**src/rpn_stack_calculator_defines.svh**
```systemverilog
// Assertion macros shared by the calculator modules.
`ifndef RPN_STACK_CALCULATOR_DEFINES_SVH
`define RPN_STACK_CALCULATOR_DEFINES_SVH

// Same-cycle implication, checked outside reset.
`define RPN_ASSERT_IMP(label, clk, rst_n, ante, cons) \
    label: assert property (@(posedge clk) disable iff (!rst_n) (ante) |-> (cons)) \
        else $error("rpn: same-cycle check failed");

// Next-cycle implication, checked outside reset.
`define RPN_ASSERT_NXT(label, clk, rst_n, ante, cons) \
    label: assert property (@(posedge clk) disable iff (!rst_n) (ante) |=> (cons)) \
        else $error("rpn: next-cycle check failed");

`endif

```
**src/rpn_pkg.sv**
```systemverilog
// Shared constants, codes and interface structs of the RPN stack calculator.
package rpn_pkg;

    localparam int STACK_DEPTH = 128;
    localparam int FRAC_BITS   = 16;

    localparam int DATA_W  = 32;
    localparam int COUNT_W = 8;
    localparam int SP_W    = $clog2(STACK_DEPTH + 1);
    localparam int ADDR_W  = $clog2(STACK_DEPTH);
    localparam int QUO_W   = DATA_W + FRAC_BITS;
    localparam int PROD_W  = 2 * DATA_W;
    localparam int ADD_W   = DATA_W + 2;
    localparam int CNT_W   = $clog2(QUO_W + 1);

    localparam logic [DATA_W-1:0] SAT_MAX = {1'b0, {(DATA_W-1){1'b1}}};
    localparam logic [DATA_W-1:0] SAT_MIN = {1'b1, {(DATA_W-1){1'b0}}};
    localparam logic [PROD_W-1:0] RND_ADD = (PROD_W'(1) << FRAC_BITS) - PROD_W'(1);

    typedef enum logic [3:0] {
        CMD_PUSH  = 4'd0,
        CMD_ADD   = 4'd1,
        CMD_SUB   = 4'd2,
        CMD_MUL   = 4'd3,
        CMD_DIV   = 4'd4,
        CMD_POP   = 4'd5,
        CMD_PEEK  = 4'd6,
        CMD_SWAP  = 4'd7,
        CMD_CLEAR = 4'd8
    } t_cmd;

    typedef enum logic [2:0] {
        ST_OK       = 3'd0,
        ST_EMPTY    = 3'd1,
        ST_FULL     = 3'd2,
        ST_ZERO_DIV = 3'd3,
        ST_UNKNOWN  = 3'd4
    } t_status;

    typedef enum logic [1:0] {
        ALU_ADD = 2'd0,
        ALU_SUB = 2'd1,
        ALU_MUL = 2'd2,
        ALU_DIV = 2'd3
    } t_alu_op;

    typedef struct packed {
        logic              start;
        t_alu_op           op;
        logic [DATA_W-1:0] a;
        logic [DATA_W-1:0] b;
    } t_alu_req;

    typedef struct packed {
        logic              done;
        logic [DATA_W-1:0] result;
    } t_alu_rsp;

    typedef struct packed {
        logic              rd_en;
        logic [ADDR_W-1:0] rd_addr;
        logic              wr_en;
        logic [ADDR_W-1:0] wr_addr;
        logic [DATA_W-1:0] wr_data;
    } t_mem_req;

endpackage

```
**src/rpn_alu.sv**
```systemverilog
// Iterative arithmetic unit: one shared adder for add, sub, shift-add multiply
// and restoring divide, with saturation on the way out.
`include "rpn_stack_calculator_defines.svh"

module rpn_alu (
    input  logic              i_clk,
    input  logic              i_rst_n,
    input  rpn_pkg::t_alu_req i_req,
    output rpn_pkg::t_alu_rsp o_rsp
);
    import rpn_pkg::*;

    typedef enum logic [2:0] {
        A_IDLE = 3'b001,
        A_RUN  = 3'b010,
        A_FIN  = 3'b100
    } t_alu_state;

    t_alu_state        r_state, n_state;
    t_alu_op           r_op;
    logic              r_neg;
    logic [DATA_W-1:0] r_a, r_b;
    logic [DATA_W-1:0] r_ma, r_mb;
    logic [DATA_W-1:0] r_hi, r_lo;
    logic [DATA_W-1:0] r_rem;
    logic [QUO_W-1:0]  r_quo;
    logic [ADD_W-1:0]  r_sum;
    logic [CNT_W-1:0]  r_cnt;
    logic [DATA_W-1:0] r_res;
    logic              r_done;

    logic [ADD_W-1:0]  add_x, add_y, add_sum;
    logic              add_sub;
    logic [DATA_W:0]   mul_step;
    logic              quo_bit;
    logic [DATA_W-1:0] mag_a, mag_b;
    logic [PROD_W-1:0] prod, prod_rnd, fin_mag;
    logic [DATA_W-1:0] fin_res;

    assign mag_a = i_req.a[DATA_W-1] ? (~i_req.a + DATA_W'(1)) : i_req.a;
    assign mag_b = i_req.b[DATA_W-1] ? (~i_req.b + DATA_W'(1)) : i_req.b;

    // Shared adder: operand routing depends on the operation in flight.
    always_comb begin
        unique case (r_op)
            ALU_ADD: begin
                add_x   = ADD_W'($signed(r_a));
                add_y   = ADD_W'($signed(r_b));
                add_sub = 1'b0;
            end
            ALU_SUB: begin
                add_x   = ADD_W'($signed(r_a));
                add_y   = ADD_W'($signed(r_b));
                add_sub = 1'b1;
            end
            ALU_MUL: begin
                add_x   = {2'b00, r_hi};
                add_y   = {2'b00, r_ma};
                add_sub = 1'b0;
            end
            ALU_DIV: begin
                add_x   = {1'b0, r_rem, r_quo[QUO_W-1]};
                add_y   = {2'b00, r_mb};
                add_sub = 1'b1;
            end
            default: begin
                add_x   = '0;
                add_y   = '0;
                add_sub = 1'b0;
            end
        endcase
        add_sum = add_x + (add_sub ? ~add_y : add_y) + ADD_W'(add_sub);
    end

    assign mul_step = r_lo[0] ? add_sum[DATA_W:0] : {1'b0, r_hi};
    assign quo_bit  = ~add_sum[ADD_W-1];

    // Final scaling and saturation.
    always_comb begin
        prod     = {r_hi, r_lo};
        prod_rnd = r_neg ? (prod + RND_ADD) : prod;
        fin_mag  = (r_op == ALU_MUL) ? (prod_rnd >> FRAC_BITS) : PROD_W'(r_quo);
        unique case (r_op)
            ALU_ADD, ALU_SUB: begin
                if (!r_sum[ADD_W-1] && (r_sum[ADD_W-2:DATA_W-1] != '0)) begin
                    fin_res = SAT_MAX;
                end else if (r_sum[ADD_W-1] && (r_sum[ADD_W-2:DATA_W-1] != '1)) begin
                    fin_res = SAT_MIN;
                end else begin
                    fin_res = r_sum[DATA_W-1:0];
                end
            end
            default: begin
                if (!r_neg) begin
                    fin_res = (fin_mag > PROD_W'(SAT_MAX)) ? SAT_MAX : fin_mag[DATA_W-1:0];
                end else begin
                    fin_res = (fin_mag > PROD_W'(SAT_MIN)) ? SAT_MIN
                                                           : (~fin_mag[DATA_W-1:0] + DATA_W'(1));
                end
            end
        endcase
    end

    always_comb begin
        n_state = r_state;
        unique case (r_state)
            A_IDLE:  if (i_req.start) n_state = A_RUN;
            A_RUN:   if (r_cnt == '0) n_state = A_FIN;
            A_FIN:   n_state = A_IDLE;
            default: n_state = A_IDLE;
        endcase
    end

    always_ff @(posedge i_clk) begin
        if (!i_rst_n) begin
            r_state <= A_IDLE;
            r_done  <= 1'b0;
        end else begin
            r_state <= n_state;
            r_done  <= (r_state == A_FIN);
        end
    end

    always_ff @(posedge i_clk) begin
        unique case (r_state)
            A_IDLE: begin
                if (i_req.start) begin
                    r_op  <= i_req.op;
                    r_a   <= i_req.a;
                    r_b   <= i_req.b;
                    r_neg <= i_req.a[DATA_W-1] ^ i_req.b[DATA_W-1];
                    r_ma  <= mag_a;
                    r_mb  <= mag_b;
                    r_hi  <= '0;
                    r_lo  <= mag_b;
                    r_rem <= '0;
                    r_quo <= QUO_W'(mag_a) << FRAC_BITS;
                    unique case (i_req.op)
                        ALU_MUL: r_cnt <= CNT_W'(DATA_W - 1);
                        ALU_DIV: r_cnt <= CNT_W'(QUO_W - 1);
                        default: r_cnt <= '0;
                    endcase
                end
            end
            A_RUN: begin
                r_cnt <= r_cnt - CNT_W'(1);
                unique case (r_op)
                    ALU_MUL: begin
                        // shift the partial product right one bit per step
                        r_hi <= mul_step[DATA_W:1];
                        r_lo <= {mul_step[0], r_lo[DATA_W-1:1]};
                    end
                    ALU_DIV: begin
                        r_rem <= quo_bit ? add_sum[DATA_W-1:0] : add_x[DATA_W-1:0];
                        r_quo <= {r_quo[QUO_W-2:0], quo_bit};
                    end
                    default: r_sum <= add_sum;
                endcase
            end
            A_FIN:   r_res <= fin_res;
            default: ;
        endcase
    end

    assign o_rsp.done   = r_done;
    assign o_rsp.result = r_res;

    `RPN_ASSERT_IMP(a_start_when_idle, i_clk, i_rst_n, i_req.start, r_state == A_IDLE)
    `RPN_ASSERT_NXT(a_fin_gives_done, i_clk, i_rst_n, r_state == A_FIN, r_done)

endmodule
```
**config.mk**
```make
export PLATFORM = sky130hd
export DESIGN_NAME = rpn_alu
export DESIGN_NICKNAME = d
export VERILOG_FILES = /design/src/rpn_pkg.sv /design/src/rpn_alu.sv
export VERILOG_INCLUDE_DIRS = /design/src /design/src/src
export SDC_FILE = /design/constraint.sdc
export NUM_CORES = 1
export LEC_CHECK = 0
export BUFFER_PORTS_ARGS = -buffer_cell sky130_fd_sc_hd__clkbuf_2
export CORE_UTILIZATION = 35
export CTS_BUF_LIST = sky130_fd_sc_hd__clkbuf_4 sky130_fd_sc_hd__clkbuf_8
export CTS_CLUSTER_DIAMETER = 150
export CTS_CLUSTER_SIZE = 24
export DETAILED_ROUTE_END_ITERATION = 12
export PLACE_DENSITY = 0.54
export SLEW_MARGIN = 20
export SYNTH_ARGS = -nofsm -noshare
export SYNTH_HDL_FRONTEND = slang
export SYNTH_SLANG_ARGS = --single-unit
```
**constraint.sdc**
```tcl
create_clock -name i_clk -period 7.5 [get_ports i_clk]
set_input_delay 0.375 -clock i_clk [delete_from_list [all_inputs] [get_ports i_clk]]
set_output_delay 0.375 -clock i_clk [all_outputs]
set_load 0.1 [all_outputs]
```
==> qor.yml <==
outcome:
  status: "completed"
sta:
  period_share: 0.736
  fmax_mhz: 181
  period_needed_ns: 5.52
  hold_viol: 0
  setup_slack_ns: 1.98
  rsz0062_at_grt: "false"
  worstMarginPinSlew_ns: 1.00
  tns_ns: 0
  report.final.slew_viol_count: 0
  setup-violations-final: 0
  slew_headroom: 0.333
  clock_skew_ns: 0.0368
critical_path:
  end_kind: "flop"
  r2r-end: "r_rem[0]"
  crit_required_ns: 7.86
  r2r-start: "r_op[1]"
  worstPathMaxFanout: 36
  startpoint_type: "flop"
  critical_path_arrival_ns: 5.88
  rr_worst_depth: 16
  crit_start: "r_op[1]"
  r2r_slack_ns: 1.98
  critPathKind: "flop to flop"
detailed_routing:
  drcViolationCount: 0
  wl_per_cell_um: 22.1
  routed_via_density: 5.52
  routed_wl_mm: 62.4
  vias: 15600
  antenna_left: 0
  first_iter_violations: 1512
  drt_pass1_iterations: 5
yosys:
  ys_ff_latch: 349
  netlist_instances: 1969
  syn_nets: 2077
  synth-edff-count: 345
  netlist_area_um2: 19900
  synth_ff_type: "edfxtp_1"
  ys_types: 77
  synthArstFlopShare: 0
  yosysSeqAreaShare: 0.523
  yosysWarnings: 0
  syn-mean-instance-area_um2: 10.1
finish:
  drive_gt1_frac: 0.0984
  num-fill-cells: 5631
  final_nets: 2165
  instances_no_fill: 2818
  n_antenna_cell: 0
  area_growth_pct: 10.5
clock_network:
  postCtsResizedCells: 0
  clockBufferDepth: 3
  cts_tree: "built"
  clockRootBuffer: "clkbuf_8"
  cts_sinks: 349
  cts_buffers: 18
  clkTransAtPathRegs_ns: 0.16
  clk_latency_ns: 0.62
  htreeDepth: 1
global_route:
  grt_pass1_wl_mm: 93.1
  overflow: 0
  grt_pass1_vias: 15000
  antenna_found_initial: 2
  grt_max_degree: 97
  grt_use_total: 0.213
floorplanning:
  boundaryPins: 102
  die_x_um: 241
  initial_utilization: 0.354
  die-area_um2: 57900
  rows: 87
  coreArea_um2: 56400
  die_y_um: 241
pwr:
  intPower_mw: 3.01
  swShare: 0.340
  p_leak_nw: 7.85
  ir_drop_uv: 109
  power_frac_seq: 0.535
  pwr-share-comb: 0.270
  powerDensity_nw_per_um2: 207
  p_total_mw: 4.56
  switching_power_mw: 1.55
  clockPowerShare: 0.195
hold_path:
  hp-class: "input pin to flop"
  hold_depth: 1
  hold_path_startpoint: "i_req[65]"
  min_to: "r_op[1]"
place:
  io_buffers: 101
  hpwl_mm: 46.2
  place_ws_ns: 1.98
  dpl.cell_count: 2744
  gp_congestion: 0.889
job:
  cap_violations: 0
-- critical path: stages, from the launching register on --
cell and delay [ns]:
edfxtp_1 0.84, buf_4 0.37, nor2b_1 0.09, a21oi_1 0.12
o21ai_0 0.09, ha_1 0.36, nand2_1 0.07, o31ai_1 0.40
nor4_1 0.20, nor4b_2 0.59, o2111ai_1 0.24, a31oi_1 0.31
mux2i_2 0.25, buf_4 0.29, nand2_2 0.57, o21ai_0 0.35
o31ai_1 0.10
-- stage by stage --
| step | area, um2 | hold WS, ns | utilization |
|---|---|---|---|
| 3_5_place_dp | 21200 | 0.542 | 0.377 |
| 6_report | 22000 | 0.0193 | 0.391 |
| 5_1_grt | 22000 | 0.00587 | 0.391 |
| 3_3_place_gp | 21200 | 0.532 | 0.377 |
| 2_1_floorplan | 19900 | 0.458 | - |
| 4_1_cts | 22000 | 0.00125 | 0.391 |
-- cells in the mapped netlist, drive strengths merged (19+ instances only) --
cell      n  area (um2)
nor3     45         225
xor2     38         333
nor4     30         248
buf      31         139
and2     22         138
o21ai   161         817
nand3    55         275
clkbuf   74         278
edfxtp  345       10400
ha       38         475
a21o     19         143
nor2b    39         244
a21oi   156         781
xnor2    95         832
inv      35         131
mux2i    76         761
nand2   170         641
nor2    279        1050
o31ai    21         158
o211ai   23         173
-- state kept, by name, summed over array words and instances, names as in the netlist, 31 cells and up --
register and flops:
r_a 32, r_b 32, r_quo 48, r_ma 31, r_rem 32, r_mb 31
r_res 32, r_lo 32, r_hi 32, r_sum 34
-- final cells by class --
cell class | count | area (um2) | area share
clock buffers | 24 | 299 | 0.0136
clock inverters | 1 | 16.3 | 0.000738
inverters | 35 | 136 | 0.00619
multi-input cells | 1480 | 9020 | 0.409
flip-flops and latches | 349 | 10400 | 0.473
well taps | 756 | 946 | 0.0429
repair buffers | 173 | 1190 | 0.0541
-- how the worst max path moves through the flow --
stage	end	slack (ns)	cells after the start
CTS	r_rem[0]	1.97	17
global route	r_rem[0]	1.59	17
global placement	r_rem[0]	2.12	16
detailed placement	r_rem[0]	1.98	17
finish	r_rem[0]	1.98	16
floorplan	r_hi[0]	0.88	8
-- cells by family after synthesis --
group,count (synthesis),share of synthesized area
adder cells (fa/ha/maj),39,0.0248
multiplexers,88,0.0449
AND/OR/NAND/NOR,761,0.184
AO/OA/AOI/OAI,459,0.137
flip-flops,349,0.523
buffers and inverters,140,0.0275
XOR/XNOR,133,0.0584
-- power groups by stage --
| stage | logic [mW] | clock network, mW | registers [mW] |
|---|---|---|---|
| CTS | 1.22 | 0.914 | 2.44 |
| global placement | 1.18 | 0 | 2.48 |
| global route | 1.35 | 0.963 | 2.45 |
| detailed placement | 1.19 | 0 | 2.48 |
| finish | 1.23 | 0.892 | 2.44 |
| floorplan | 0.805 | 0 | 2.44 |
-- layer usage --
layer	share of wire	GRT usage
met4	0.024	0.0596
met2	0.45	0.331
met3	0.064	0.0291
met5	0.00030	0
met1	0.47	0.308
-- cell usage in the layout, fill, tap and decap left out, types with 22 or more instances in the layout --
master / count
clkbuf_2: 101
nor2_1: 277
nor3_1: 45
nor2b_1: 38
xor2_1: 38
o21ai_0: 147
and2_1: 22
ha_1: 38
nand3_1: 55
xnor2_1: 95
edfxtp_1: 345
dlygate4sd3_1: 49
inv_1: 33
mux2i_1: 75
nor4_1: 25
a21oi_1: 156
o211ai_1: 23
nand2_1: 169
-- what timing repair did --
item,in CTS,in global routing
hold buffers,49,0
hold endpoints to repair,51,0
buffers inserted,0,0
Power figures use the tool's default switching activity.
